<file path="src/rtl/gauge_pie_pixel_shader_assert.svh">
// ----------------------------------------------------------------------------
// Pie gauge pixel shader assertion macros
// Concurrent checks that compile away when SYNTHESIS is defined.
// ----------------------------------------------------------------------------
`ifndef GAUGE_PIE_PIXEL_SHADER_ASSERT_SVH
`define GAUGE_PIE_PIXEL_SHADER_ASSERT_SVH

`ifndef SYNTHESIS
// Same-cycle implication, checked while out of reset.
`define GPS_ASSERT_IMPL(label, clk, rst_n, ante, cons) \
    label: assert property (@(posedge clk) disable iff (!rst_n) (ante) |-> (cons)) \
        else $error("gauge pie pixel shader: same-cycle check failed");
// Next-cycle implication, checked while out of reset.
`define GPS_ASSERT_NEXT(label, clk, rst_n, ante, cons) \
    label: assert property (@(posedge clk) disable iff (!rst_n) (ante) |=> (cons)) \
        else $error("gauge pie pixel shader: next-cycle check failed");
`else
`define GPS_ASSERT_IMPL(label, clk, rst_n, ante, cons)
`define GPS_ASSERT_NEXT(label, clk, rst_n, ante, cons)
`endif

`endif

</file>
<file path="src/rtl/gps_pkg.sv">
// ----------------------------------------------------------------------------
// Pie gauge pixel shader package
// Widths, class and register codes, and the quarter-wave sine table.
// ----------------------------------------------------------------------------
`timescale 1ns / 1ps

package gps_pkg;

    localparam int MAX_RADIUS         = 63;
    localparam int SCREEN_COLUMNS     = 320;
    localparam int SCREEN_ROWS        = 240;
    localparam int TRIG_FRACTION_BITS = 15;
    localparam int QUARTER_DEGREES    = 90;
    localparam int HALF_DEGREES       = 180;
    localparam int TRIG_SHIFT         = 30 - TRIG_FRACTION_BITS;

    localparam logic [63:0] Q30_ONE        = 64'd1073741824;
    localparam logic [63:0] ANGLE_STEP_Q30 = 64'd18740330;
    localparam logic [63:0] TRIG_ONE       = 64'd1 << TRIG_FRACTION_BITS;
    localparam logic [63:0] SERIES_DIVISORS [0:5] =
        '{64'd156, 64'd110, 64'd72, 64'd42, 64'd20, 64'd6};

    // Pixel classes
    localparam logic [1:0] CLASS_NONE       = 2'd0;
    localparam logic [1:0] CLASS_BACKGROUND = 2'd1;
    localparam logic [1:0] CLASS_FILL       = 2'd2;
    localparam logic [1:0] CLASS_OUTLINE    = 2'd3;

    // Configuration register indexes
    localparam logic [1:0] REG_GAUGE_RADIUS     = 2'd0;
    localparam logic [1:0] REG_BACKGROUND_COLOR = 2'd1;
    localparam logic [1:0] REG_FILL_COLOR       = 2'd2;
    localparam logic [1:0] REG_OUTLINE_COLOR    = 2'd3;

    localparam logic [5:0]  RESET_RADIUS           = 6'd30;
    localparam logic [15:0] RESET_BACKGROUND_COLOR = 16'h7BEF;
    localparam logic [15:0] RESET_FILL_COLOR       = 16'hF800;
    localparam logic [15:0] RESET_OUTLINE_COLOR    = 16'hFFFF;

    typedef logic [TRIG_FRACTION_BITS:0] trig_t;
    typedef trig_t trig_table_t [0:QUARTER_DEGREES];

    typedef struct packed {
        logic [5:0]  gauge_radius;
        logic [15:0] background_color;
        logic [15:0] fill_color;
        logic [15:0] outline_color;
    } gps_cfg_t;

    typedef struct packed {
        logic [8:0]        center_x;
        logic [7:0]        center_y;
        logic signed [6:0] offset_x;
        logic signed [6:0] offset_y;
        logic [7:0]        fill_degrees;
    } gps_item_t;

    typedef struct packed {
        logic        write_enable;
        logic [8:0]  out_x;
        logic [7:0]  out_y;
        logic [1:0]  pixel_class;
        logic [15:0] pixel_color;
    } gps_result_t;

    // Sine of 0..90 degrees: Q30 series, rounded half up to the table precision,
    // capped at one. Evaluated at elaboration only.
    function automatic trig_table_t build_sin_table();
        trig_table_t tbl;
        logic [63:0] x;
        logic [63:0] x2;
        logic [63:0] t;
        logic [63:0] s;
        logic [63:0] r;
        for (int k = 0; k <= QUARTER_DEGREES; k++)
        begin
            x  = 64'(k) * ANGLE_STEP_Q30;
            x2 = (x * x) >> 30;
            t  = Q30_ONE;
            for (int i = 0; i < 6; i++)
            begin
                t = Q30_ONE - (((x2 * t) >> 30) / SERIES_DIVISORS[i]);
            end
            s = (x * t) >> 30;
            r = (s + (64'd1 << (TRIG_SHIFT - 1))) >> TRIG_SHIFT;
            if (r > TRIG_ONE)
            begin
                r = TRIG_ONE;
            end
            tbl[k] = r[TRIG_FRACTION_BITS:0];
        end
        return tbl;
    endfunction

    localparam trig_table_t SIN_TABLE = build_sin_table();

endpackage

</file>
<file path="src/rtl/gauge_pie_pixel_shader.sv">
// ----------------------------------------------------------------------------
// Pie gauge pixel shader
// Classifies one pixel of a round pie gauge and picks its color and address.
// ----------------------------------------------------------------------------
//
//  channel  | handshake                  | payload
//  ---------+----------------------------+------------------------------------
//  input    | in_valid / in_stall        | center_x, center_y, offset_x,
//           |                            | offset_y, fill_degrees
//  result   | out_valid / out_stall      | write_enable, out_x, out_y,
//           |                            | pixel_class, pixel_color
//  config   | cfg_valid / cfg_ready      | cfg_index, cfg_data
//
//  One word in and one word out per cycle while out_stall is low. A word
//  passes the input register, then classifier logic into the result register.
//  Reset (rst_n low, asynchronous) empties both stages and loads the default
//  radius and colors; the config port is always ready.
//  A stall on the result side freezes the result register; the input stage
//  keeps accepting until it too is full, then in_stall rises.
//
`timescale 1ns / 1ps
`include "gauge_pie_pixel_shader_assert.svh"

module gauge_pie_pixel_shader
    import gps_pkg::*;
(
    input  logic        clk,
    input  logic        rst_n,

    input  logic        in_valid,
    output logic        in_stall,
    input  logic [8:0]  center_x,
    input  logic [7:0]  center_y,
    input  logic signed [6:0] offset_x,
    input  logic signed [6:0] offset_y,
    input  logic [7:0]  fill_degrees,

    output logic        out_valid,
    input  logic        out_stall,
    output logic        write_enable,
    output logic [8:0]  out_x,
    output logic [7:0]  out_y,
    output logic [1:0]  pixel_class,
    output logic [15:0] pixel_color,

    input  logic        cfg_valid,
    output logic        cfg_ready,
    input  logic [1:0]  cfg_index,
    input  logic [15:0] cfg_data
);

    gps_cfg_t    cfg_reg;
    gps_cfg_t    cfg_next;

    logic        s1_valid_reg;
    logic        s1_valid_next;
    gps_item_t   s1_item_reg;
    gps_item_t   s1_item_next;

    logic        s2_valid_reg;
    logic        s2_valid_next;
    gps_result_t s2_result_reg;
    gps_result_t s2_result_next;

    gps_result_t result;
    logic        in_accept;
    logic        s2_load;

    // ------------------------------------------------------------------
    // Configuration registers: always ready, unknown indexes dropped
    // ------------------------------------------------------------------
    assign cfg_ready = 1'b1;

    always_comb
    begin
        cfg_next = cfg_reg;
        if (cfg_valid && cfg_ready)
        begin
            case (cfg_index)
                REG_GAUGE_RADIUS:     cfg_next.gauge_radius     = cfg_data[5:0];
                REG_BACKGROUND_COLOR: cfg_next.background_color = cfg_data;
                REG_FILL_COLOR:       cfg_next.fill_color       = cfg_data;
                REG_OUTLINE_COLOR:    cfg_next.outline_color    = cfg_data;
                default:              cfg_next = cfg_reg;
            endcase
        end
    end

    always_ff @(posedge clk or negedge rst_n)
    begin
        if (!rst_n)
        begin
            cfg_reg.gauge_radius     <= RESET_RADIUS;
            cfg_reg.background_color <= RESET_BACKGROUND_COLOR;
            cfg_reg.fill_color       <= RESET_FILL_COLOR;
            cfg_reg.outline_color    <= RESET_OUTLINE_COLOR;
        end
        else
        begin
            cfg_reg <= cfg_next;
        end
    end

    // ------------------------------------------------------------------
    // Pipeline control: advance the result stage when it is empty or being
    // drained; stall the input only when both stages hold a word.
    // ------------------------------------------------------------------
    assign s2_load   = s1_valid_reg && (!s2_valid_reg || !out_stall);
    assign in_stall  = s1_valid_reg && s2_valid_reg && out_stall;
    assign in_accept = in_valid && !in_stall;

    always_comb
    begin
        s1_valid_next = s1_valid_reg;
        s1_item_next  = s1_item_reg;
        if (in_accept)
        begin
            s1_valid_next         = 1'b1;
            s1_item_next.center_x     = center_x;
            s1_item_next.center_y     = center_y;
            s1_item_next.offset_x     = offset_x;
            s1_item_next.offset_y     = offset_y;
            s1_item_next.fill_degrees = fill_degrees;
        end
        else if (s2_load)
        begin
            s1_valid_next = 1'b0;
        end
    end

    always_comb
    begin
        s2_valid_next  = s2_valid_reg;
        s2_result_next = s2_result_reg;
        if (s2_load)
        begin
            s2_valid_next  = 1'b1;
            s2_result_next = result;
        end
        else if (!out_stall)
        begin
            s2_valid_next = 1'b0;
        end
    end

    // Control bits reset; payload holds whatever it had
    always_ff @(posedge clk or negedge rst_n)
    begin
        if (!rst_n)
        begin
            s1_valid_reg <= 1'b0;
            s2_valid_reg <= 1'b0;
        end
        else
        begin
            s1_valid_reg <= s1_valid_next;
            s2_valid_reg <= s2_valid_next;
        end
    end

    always_ff @(posedge clk)
    begin
        s1_item_reg   <= s1_item_next;
        s2_result_reg <= s2_result_next;
    end

    // ------------------------------------------------------------------
    // Classification between the two registers
    // ------------------------------------------------------------------
    gps_classifier u_classifier
    (
        .item   (s1_item_reg),
        .cfg    (cfg_reg),
        .result (result)
    );

    assign out_valid    = s2_valid_reg;
    assign write_enable = s2_result_reg.write_enable;
    assign out_x        = s2_result_reg.out_x;
    assign out_y        = s2_result_reg.out_y;
    assign pixel_class  = s2_result_reg.pixel_class;
    assign pixel_color  = s2_result_reg.pixel_color;

    // ------------------------------------------------------------------
    // Checks
    // ------------------------------------------------------------------
    `GPS_ASSERT_IMPL(a_stall_only_when_full, clk, rst_n, in_stall,
        s1_valid_reg && s2_valid_reg)
    `GPS_ASSERT_NEXT(a_input_word_held, clk, rst_n, s1_valid_reg && !s2_load,
        s1_valid_reg)
    `GPS_ASSERT_IMPL(a_write_needs_class, clk, rst_n, out_valid && write_enable,
        pixel_class != CLASS_NONE)
    `GPS_ASSERT_IMPL(a_write_on_screen, clk, rst_n, out_valid && write_enable,
        (out_x < 9'(SCREEN_COLUMNS)) && (out_y < 8'(SCREEN_ROWS)))
    `GPS_ASSERT_IMPL(a_none_is_blank, clk, rst_n,
        out_valid && (pixel_class == CLASS_NONE),
        (pixel_color == 16'h0000) && !write_enable)

endmodule

</file>
<file path="src/rtl/gps_classifier.sv">
// ----------------------------------------------------------------------------
// Pie gauge pixel classifier
// Outline, fill, background or none for one pixel, plus its screen address.
// ----------------------------------------------------------------------------
`timescale 1ns / 1ps

module gps_classifier
    import gps_pkg::*;
(
    input  gps_item_t   item,
    input  gps_cfg_t    cfg,
    output gps_result_t result
);

    logic [5:0]         radius;
    logic [7:0]         fill_clamped;
    logic [6:0]         adx;
    logic [6:0]         ady;
    logic [12:0]        dx_sq;
    logic [12:0]        dy_sq;
    logic [11:0]        r_sq;
    logic [11:0]        remain;
    logic [15:0]        four_remain;
    logic [7:0]         lo;
    logic [7:0]         hi;
    logic [15:0]        lo_sq;
    logic [15:0]        hi_sq;
    logic               on_outline;
    logic               in_disc;
    logic               in_half;
    logic               upper_quadrant;
    logic [6:0]         sin_index;
    logic [6:0]         cos_index;
    logic signed [17:0] sin_val;
    logic signed [17:0] cos_val;
    logic signed [24:0] prod_s;
    logic signed [24:0] prod_c;
    logic signed [25:0] cross_term;
    logic               in_slice;
    logic [1:0]         cls;
    logic [15:0]        color;
    logic signed [10:0] px;
    logic signed [9:0]  py;
    logic               on_screen;

    // The 6-bit radius never exceeds MAX_RADIUS, so no clamp is needed.
    assign radius       = cfg.gauge_radius;
    assign fill_clamped = (item.fill_degrees > 8'(HALF_DEGREES)) ? 8'(HALF_DEGREES)
                                                                  : item.fill_degrees;

    assign adx = item.offset_x[6] ? 7'(-item.offset_x) : 7'(item.offset_x);
    assign ady = item.offset_y[6] ? 7'(-item.offset_y) : 7'(item.offset_y);

    assign dx_sq = 13'(adx * adx);
    assign dy_sq = 13'(ady * ady);
    assign r_sq  = 12'(radius * radius);

    // Outline: |dy| is the rounded chord height, checked on doubled values
    assign remain      = r_sq - dx_sq[11:0];
    assign four_remain = {2'b00, remain, 2'b00};
    assign lo          = {ady, 1'b0} - 8'd1;
    assign hi          = {ady, 1'b0} + 8'd1;
    assign lo_sq       = 16'(lo * lo);
    assign hi_sq       = 16'(hi * hi);

    always_comb
    begin
        on_outline = 1'b0;
        if ({1'b0, adx} <= {2'b00, radius})
        begin
            if (ady == 7'd0)
            begin
                on_outline = (remain == 12'd0);
            end
            else
            begin
                on_outline = (lo_sq <= four_remain) && (four_remain < hi_sq);
            end
        end
    end

    assign in_disc = ({1'b0, dx_sq} + {1'b0, dy_sq}) <= {2'b00, r_sq};
    assign in_half = (!item.offset_y[6] && (item.offset_y != 7'sd0)) ||
                     ((item.offset_y == 7'sd0) && !item.offset_x[6] &&
                      (item.offset_x != 7'sd0));

    // Fold the fill angle onto the quarter-wave table
    assign upper_quadrant = fill_clamped > 8'(QUARTER_DEGREES);
    assign sin_index = upper_quadrant ? 7'(8'(HALF_DEGREES) - fill_clamped)
                                      : fill_clamped[6:0];
    assign cos_index = upper_quadrant ? 7'(fill_clamped - 8'(QUARTER_DEGREES))
                                      : 7'(8'(QUARTER_DEGREES) - fill_clamped);
    assign sin_val = $signed({2'b00, SIN_TABLE[sin_index]});
    assign cos_val = upper_quadrant ? -$signed({2'b00, SIN_TABLE[cos_index]})
                                    :  $signed({2'b00, SIN_TABLE[cos_index]});

    assign prod_s     = 25'(item.offset_x) * 25'(sin_val);
    assign prod_c     = 25'(item.offset_y) * 25'(cos_val);
    assign cross_term = 26'(prod_s) - 26'(prod_c);
    assign in_slice   = !cross_term[25];

    always_comb
    begin
        if (on_outline)
        begin
            cls   = CLASS_OUTLINE;
            color = cfg.outline_color;
        end
        else if (in_disc && in_half && in_slice)
        begin
            cls   = CLASS_FILL;
            color = cfg.fill_color;
        end
        else if (in_disc)
        begin
            cls   = CLASS_BACKGROUND;
            color = cfg.background_color;
        end
        else
        begin
            cls   = CLASS_NONE;
            color = 16'h0000;
        end
    end

    assign px = $signed({2'b00, item.center_x}) + 11'(item.offset_x);
    assign py = $signed({2'b00, item.center_y}) + 10'(item.offset_y);
    assign on_screen = !px[10] && (px[9:0] < 10'(SCREEN_COLUMNS)) &&
                       !py[9]  && (py[8:0] < 9'(SCREEN_ROWS));

    always_comb
    begin
        result.pixel_class  = cls;
        result.pixel_color  = color;
        result.write_enable = (cls != CLASS_NONE) && on_screen;
        result.out_x        = result.write_enable ? px[8:0] : 9'd0;
        result.out_y        = result.write_enable ? py[7:0] : 8'd0;
    end

endmodule

</file>
<file path="config.mk">
export PLATFORM = sky130hd
export DESIGN_NAME = gauge_pie_pixel_shader
export DESIGN_NICKNAME = d
export VERILOG_FILES = /design/src/rtl/gps_pkg.sv /design/src/rtl/gauge_pie_pixel_shader.sv /design/src/rtl/gps_classifier.sv
export VERILOG_INCLUDE_DIRS = /design/src /design/src/rtl
export SDC_FILE = /design/constraint.sdc
export NUM_CORES = 1
export LEC_CHECK = 0
export ABC_AREA = 1
export BUFFER_PORTS_ARGS = -buffer_cell sky130_fd_sc_hd__buf_2
export CAP_MARGIN = 40
export CORE_UTILIZATION = 24
export CTS_CLUSTER_SIZE = 14
export DETAILED_ROUTE_END_ITERATION = 8
export SYNTH_ARGS = -nofsm -noshare
export SYNTH_HDL_FRONTEND = slang
export SYNTH_SLANG_ARGS = --single-unit
</file>
<file path="constraint.sdc">
create_clock -name clk -period 12.1 [get_ports clk]
set_clock_uncertainty 0.2 [all_clocks]
set_input_delay 3.025 -clock clk [delete_from_list [all_inputs] [get_ports clk]]
set_output_delay 3.025 -clock clk [all_outputs]
set_load 0.02 [all_outputs]
</file>
# Word level (Yosys, flattened, before mapping)
# Memory sizes are Yosys's and may differ from the RTL's.
# Cells that the tools add are included.
dict set report op_classes {
  magnitude_cmp 10
  reduce_logical 36
  multipliers 7
  mux 22
  bitwise_logic 2
  eq_ne 4
  add_sub_neg 13
}
# cell count
set op_table {}
lappend op_table {{two-way mux 16 bit} 7}
lappend op_table {{multiplier 8 x 8 -> 16 bit} 2}
lappend op_table {{two-way mux 7 bit} 4}
lappend op_table {{multiplier 7 x 7 -> 13 bit} 2}
lappend op_table {{subtractor 24 x 25 -> 26 bit} 1}
lappend op_table {{multiplier 7 x 18 -> 25 bit} 1}
lappend op_table {{multiplier 7 x 17 -> 24 bit} 1}
lappend op_table {{two-way mux 18 bit} 1}
lappend op_table {{negator 16 -> 18 bit} 1}
lappend op_table {{>= comparator 8 bit, second input constant} 2}
lappend op_table {{<= comparator 16 x 14 -> 1 bit} 1}
lappend op_table {{less-than comparator 14 x 16 -> 1 bit} 1}
lappend op_table {{NOT 7 -> 8 bit} 2}
lappend op_table {{adder 13 x 13 -> 14 bit} 1}
lappend op_table {{<= comparator 14 x 12 -> 1 bit} 1}
lappend op_table {{logical AND 1 bit} 14}
lappend op_table {{zero test 7 bit} 2}
lappend op_table {{negator 7 bit} 2}
lappend op_table {{nonzero test 7 bit} 2}
lappend op_table {{zero test 12 bit} 1}
lappend op_table {{multiplier 6 x 6 -> 12 bit} 1}
lappend op_table {{subtractor 12 bit} 1}
lappend op_table {{adder 10 x 7 -> 11 bit} 1}
lappend op_table {{adder 9 x 7 -> 10 bit} 1}
lappend op_table {{other kinds (21)} 41}
dict set report word_totals {
  ff_bits 131
  inputBits 62
  mem_bits_ro 4096
  memories 2
  output_inout_bits 39
}
# memory words width rd rd_ports_with_merged_regs write_ports line_no
set memory_table {}
lappend memory_table {{(no name shown)} 128 16 1 0 0 gps_classifier.sv:93} ;# assign sin_val = $signed({2'b00, SIN_TABLE[sin_index]});
lappend memory_table {{(no name shown)} 128 16 1 0 0 gps_classifier.sv:94} ;# assign cos_val = upper_quadrant ? -$signed({2'b00, SIN_TABLE[cos_index]})

# Logic depth before layout (Yosys ltp)
dict set report logic_depth {
  word_depth 18
  depth_mapped 62
}

# By module
# From an unflattened synthesis, not the netlist that was laid out.
dict set report unflattened {
  hier_cells 3346
  area_unflattened_um2 25399.4
}
# module area_per_inst_um2 instances seq_area_each_um2 cells_per_inst
set by_module_without_submodules {}
lappend by_module_without_submodules {gps_classifier 20778.7 1 0.0 3014}
lappend by_module_without_submodules {gauge_pie_pixel_shader 4620.7 1 3701.0 332}

# Worst setup path before layout
# Ideal clock, no wire load.
dict set report synth_path {
  path_type {flip-flop to flip-flop}
  start {register s1_item_reg[6] (netlist bit)}
  end {register s2_result_reg (netlist bit write_enable), data pin}
  setup_slack_ns 2.502
  arrival_ns 9.144
  path_stages_with_launch 54
  period_less_slack_ns 9.598
  t_required_ns 11.647
  cell_sequence {edfxtp_1 > inv_1 > nand2_1 > nor2_1 > nand3_1 > nand2_4 > nand2_1 > buf_2 > inv_1 > buf_1 > ha_1 > inv_1 > nand2_1 > nand2_1 > inv_1 > nand2_1 > nand2_1 > buf_4 > [... 18 more ...] > fa_1 > fa_1 > fa_1 > inv_1 > fa_1 > inv_1 > ha_1 > a21oi_1 > nor2_1 > a211oi_1 > o221ai_1 > a21oi_1 > nand3_2 > nand3_4 > nand3_2 > nand2_4 > buf_6 > inv_1}
}
# item line_no
set synth_rtl {}
lappend synth_rtl {{from (decl)} gauge_pie_pixel_shader.sv:57} ;# gps_item_t s1_item_reg;
lappend synth_rtl {{from (signal assigned)} gauge_pie_pixel_shader.sv:163} ;# s1_item_reg <= s1_item_next;
lappend synth_rtl {{to (signal assigned)} gauge_pie_pixel_shader.sv:164} ;# s2_result_reg <= s2_result_next;
lappend synth_rtl {{to (decl)} gauge_pie_pixel_shader.sv:62} ;# gps_result_t s2_result_reg;

# Worst setup path after layout
dict set report layout_path {
  start {register s1_item_reg[3] (netlist bit)}
  end {register s2_result_reg (netlist bit out_y[3]), data pin}
}
dict set report layout_via {
  elab_chain_len 18
}
# item line_no
set layout_lines {}
lappend layout_lines {{> comparator 8 bit} gps_classifier.sv:48} ;# assign fill_clamped = (item.fill_degrees > 8'(HALF_DEGREES)) ? 8'(HALF_DEGREES)
lappend layout_lines {{two-way mux 8 bit *} gps_classifier.sv:48}
lappend layout_lines {{subtractor 7 bit, or another cell as far along} gps_classifier.sv:92} ;# : 7'(8'(QUARTER_DEGREES) - fill_clamped);
lappend layout_lines {{two-way mux 7 bit} gps_classifier.sv:91} ;# assign cos_index = upper_quadrant ? 7'(fill_clamped - 8'(QUARTER_DEGREES))
lappend layout_lines {{NOT 7 -> 8 bit (implied by the code)} {gps_classifier.sv:94, gps_classifier.sv:95}}
lappend layout_lines {{memory (128 x 16 bit)} n/a}
lappend layout_lines {{two-way mux 16 bit (implied by the code) (2 in a row)} gps_classifier.sv:94}
lappend layout_lines {{negator 16 -> 18 bit} gps_classifier.sv:94}
lappend layout_lines {{two-way mux 18 bit} gps_classifier.sv:94}
lappend layout_lines {{multiplier 7 x 18 -> 25 bit} gps_classifier.sv:98} ;# assign prod_c = 25'(item.offset_y) * 25'(cos_val);
lappend layout_lines {{subtractor 24 x 25 -> 26 bit *} gps_classifier.sv:99} ;# assign cross_term = 26'(prod_s) - 26'(prod_c);
lappend layout_lines {{zero test 1 bit *} gps_classifier.sv:100} ;# assign in_slice = !cross_term[25];
lappend layout_lines {{logical AND 1 bit *} gps_classifier.sv:109} ;# else if (in_disc && in_half && in_slice)
lappend layout_lines {{two-way mux 2 bit *} gps_classifier.sv:109}
lappend layout_lines {{two-way mux 2 bit *} gps_classifier.sv:104} ;# if (on_outline)
lappend layout_lines {{nonzero test 2 bit *} gps_classifier.sv:135} ;# result.write_enable = (cls != CLASS_NONE) && on_screen;
lappend layout_lines {{logical AND 1 bit *} gps_classifier.sv:135}
# Every way passes the cells marked *; elsewhere a longest branch is shown, timed or not. The select of a mux whose other input is x is not followed.
# A chain may end at the register's enable or synchronous reset.

==> flow_summary_export.csv <==
group,metric,value,unit
critical_path,critPathKind,"reg2reg",
worst_hold_path,hp-class,"reg2reg",
layout,fillers,11200,
layout,largest_reg_flops,54,
synth,synth_ff_type,"edfxtp_1",
synth,synth_area,25200,µm²
drt,wirelength,73.1,mm
worst_hold_path,whs_endpoint,"cfg_reg[47]$_DFFE_PN0P_",
drt,drc,0,
clock_network,clk_latency,0.49,ns
critical_path,cpMostUsedCell,"nand2_1",
synth,synth_cell_types,65,
synth,ys_warn_count,0,
critical_path,startpoint_type,"flip-flop",
timing,report.final.setup_viol,0,
critical_path,crit_fanout,28,
critical_path,arrival,11.19,ns
clock_network,post_cts_resized,0,
critical_path,r2r_setup_slack,0.91,ns
synth,synth_edf_count,75,
placed_design,dp_hpwl,58.8,mm
timing,finalCriticalPeriod,11.19,ns
flow_run,timing.max_cap.violations,0,
drt,first_pass_iters,8,
critical_path,worstRegToRegCells,54,
critical_path,cp_slowest_cell,"fa_1",
timing,rsz0062_at_grt,"false",
clock_network,post_cts_buffers,0,
timing,period_share,92.5,%
drt,viasPerCell,4.52,
worst_hold_path,holdPathStages,2,
drt,vias,21600,
critical_path,required,12.10,ns
critical_path,max_stage_delay,0.56,ns
synth,synth_cells,3309,
grt,busiest_layer,"met2",
placed_design,port_buffers,99,
die,coreArea,104000,µm²
critical_path,end_kind,"flip-flop",
clock_network,cts_tree,"built",
synth,ys_ff_latch,131,
critical_path,startpoint,"s1_item_reg[3]$_DFFE_PP_",
clock_network,cts_buffers,17,
grt,grt_max_degree,57,
grt,grt_use_met1,18.5,%
die,die_x,326,µm
timing,tightest_slew,0.940,ns
grt,antenna_found_initial,1,
synth,syn_avg_cell_area,7.61,µm²
grt,track_usage,14.0,%
synth,async_reset_ff_share,42.7,%
clock_network,cts_buffer_depth,2,
drt,wl_per_cell,15.3,µm
placed_design,gp_congestion,0.941,
die,boundaryPins,101,
clock_network,clkTransAtPathRegs,0.08,ns
layout,area_delta_synth_final,10.9,%
clock_network,cts.root.buffer_cell,"clkbuf_16",
grt,grt_use_met2,23.5,%
layout,drive_gt1_share,8.82,%
grt,grt_use_met3,1.36,%
timing,fmax,89.3,MHz
clock_network,h-tree-depth,4,
clock_network,numClockSinks,131,
timing,maxSlewViolCount,0,
timing,finalHoldViolCount,0,
die,num_rows,118,
clock_network,postCtsHoldBufs,0,
grt,grt_pass1_wl,119,mm
critical_path,cp_top_family,"simple AND/OR/NAND/NOR gates",
synth,ys_seq_area_share,14.7,%
layout,final_cell_mix,"inv_1, nand2_1, nor2_1, ha_1, fa_1",
critical_path,crit_buf_inv,7,
die,die_h,326,µm
layout,num-nets-final,4031,
critical_path,r2r_end,"out_y[3]$_SDFFCE_PN0P_",
drt,drt_iter0_drc,1660,
die,dieArea,106000,µm²
drt,postRouteAntennaNets,0,
critical_path,worstReg2RegStart,"s1_item_reg[3]$_DFFE_PP_",
run_status,outcome,"finished, final reports clean",
timing,finalSetupTns,0,ns
worst_hold_path,hold_start,"cfg_reg[47]$_DFFE_PN0P_",
grt,grt-ovfl-total,0,
timing,relSlewSlack,37.3,%
die,start_util,24.3,%
grt,grt_pass1_vias,22000,
worst reg2reg max path, delay by kind of cell, from the launching register on:
family / cells / cell delay [ns]
flip-flops: 1 / 0.45
adder cells (fa/ha/maj): 10 / 4.16
buffers and inverters: 7 / 0.96
AND/OR/NAND/NOR: 37 / 5.17
logic make-up (layout without fill, tap and decap cells):
logic type,count (synthesis),after routing,synth area share (%)
buffers and inverters,793,868,12.4
flip-flops,131,131,14.7
AO/OA/AOI/OAI,442,442,10.3
XOR/XNOR,114,114,4.05
adder cells (fa/ha/maj),593,593,38.2
other,2,8,0.0298
AND/OR/NAND/NOR,1234,1234,20.4
final cells by class:
type                    count  area [µm²]  share of cell area, %
repair buffers            142         890                   3.19
diodes                      1        2.50                0.00896
clock buffers              18         450                   1.61
inverters                 694        2610                   9.34
well taps                1380        1730                   6.18
multi-input cells        2390       18400                   65.9
clock inverters            14         133                  0.475
flip-flops and latches    131        3700                   13.3
routing by layer:
| metal | wire [µm] | part of all wire [%] | up-vias |
|---|---|---|---|
| li1 | - | - | 10500 |
| met1 | 32600 | 45 | 10300 |
| met2 | 34600 | 47 | 645 |
| met3 | 3500 | 4.8 | 109 |
| met4 | 2450 | 3.3 | 0 |
| met5 | 0 | 0 | - |
cells in the mapped netlist (17+ instances only):
| cell | n | area (µm²) |
|---|---|---|
| inv_1 | 677 | 2540 |
| nand2_1 | 676 | 2540 |
| dfrtp_1 | 18 | 450 |
| ha_1 | 301 | 3770 |
| edfxtp_1 | 75 | 2250 |
| o21ai_0 | 168 | 841 |
| a21oi_1 | 135 | 676 |
| fa_1 | 292 | 5850 |
| nor3_1 | 17 | 85.1 |
| o21bai_1 | 19 | 143 |
| xor2_1 | 74 | 648 |
| nand2_2 | 20 | 125 |
| nand4_1 | 31 | 194 |
| nor2_1 | 312 | 1170 |
| buf_2 | 18 | 90.1 |
| nand3_1 | 131 | 656 |
| xnor2_1 | 37 | 324 |
| dfstp_2 | 38 | 998 |
| clkbuf_1 | 55 | 206 |
| o211ai_1 | 23 | 173 |
stage by stage:
stage | instances | setup WS, ns | hold slack, ns | utilization, % | cell area (µm²)
after global placement | 4728 | 0.765 | 0.268 | 26.2 | 27200
after floorplan | 3314 | 2.50 | 0.233 | - | 25200
after detailed placement | 4737 | 0.673 | 0.273 | 26.3 | 27300
after CTS | 4769 | 0.619 | 0.290 | 26.9 | 27900
final | 4770 | 0.905 | 0.290 | 26.9 | 27900
after global routing | 4770 | 0.0256 | 0.307 | 26.9 | 27900
how the worst max path moves through the flow:
stage          cells past startpoint                endpoint  slack, ns
2_1_floorplan                     53  write_enable$_DFFE_PP_       2.50
3_5_place_dp                      54  out_y[3]$_SDFFCE_PN0P_       0.67
3_3_place_gp                      49  out_y[4]$_SDFFCE_PN0P_       0.77
5_1_grt                           56  out_y[3]$_SDFFCE_PN0P_       0.03
6_report                          54  out_y[3]$_SDFFCE_PN0P_       0.91
4_1_cts                           54  out_y[6]$_SDFFCE_PN0P_       0.62
Power is left out: the tool's default activity adds up to more than one toggle a clock period on the data nets, which glitch-free logic cannot reach.
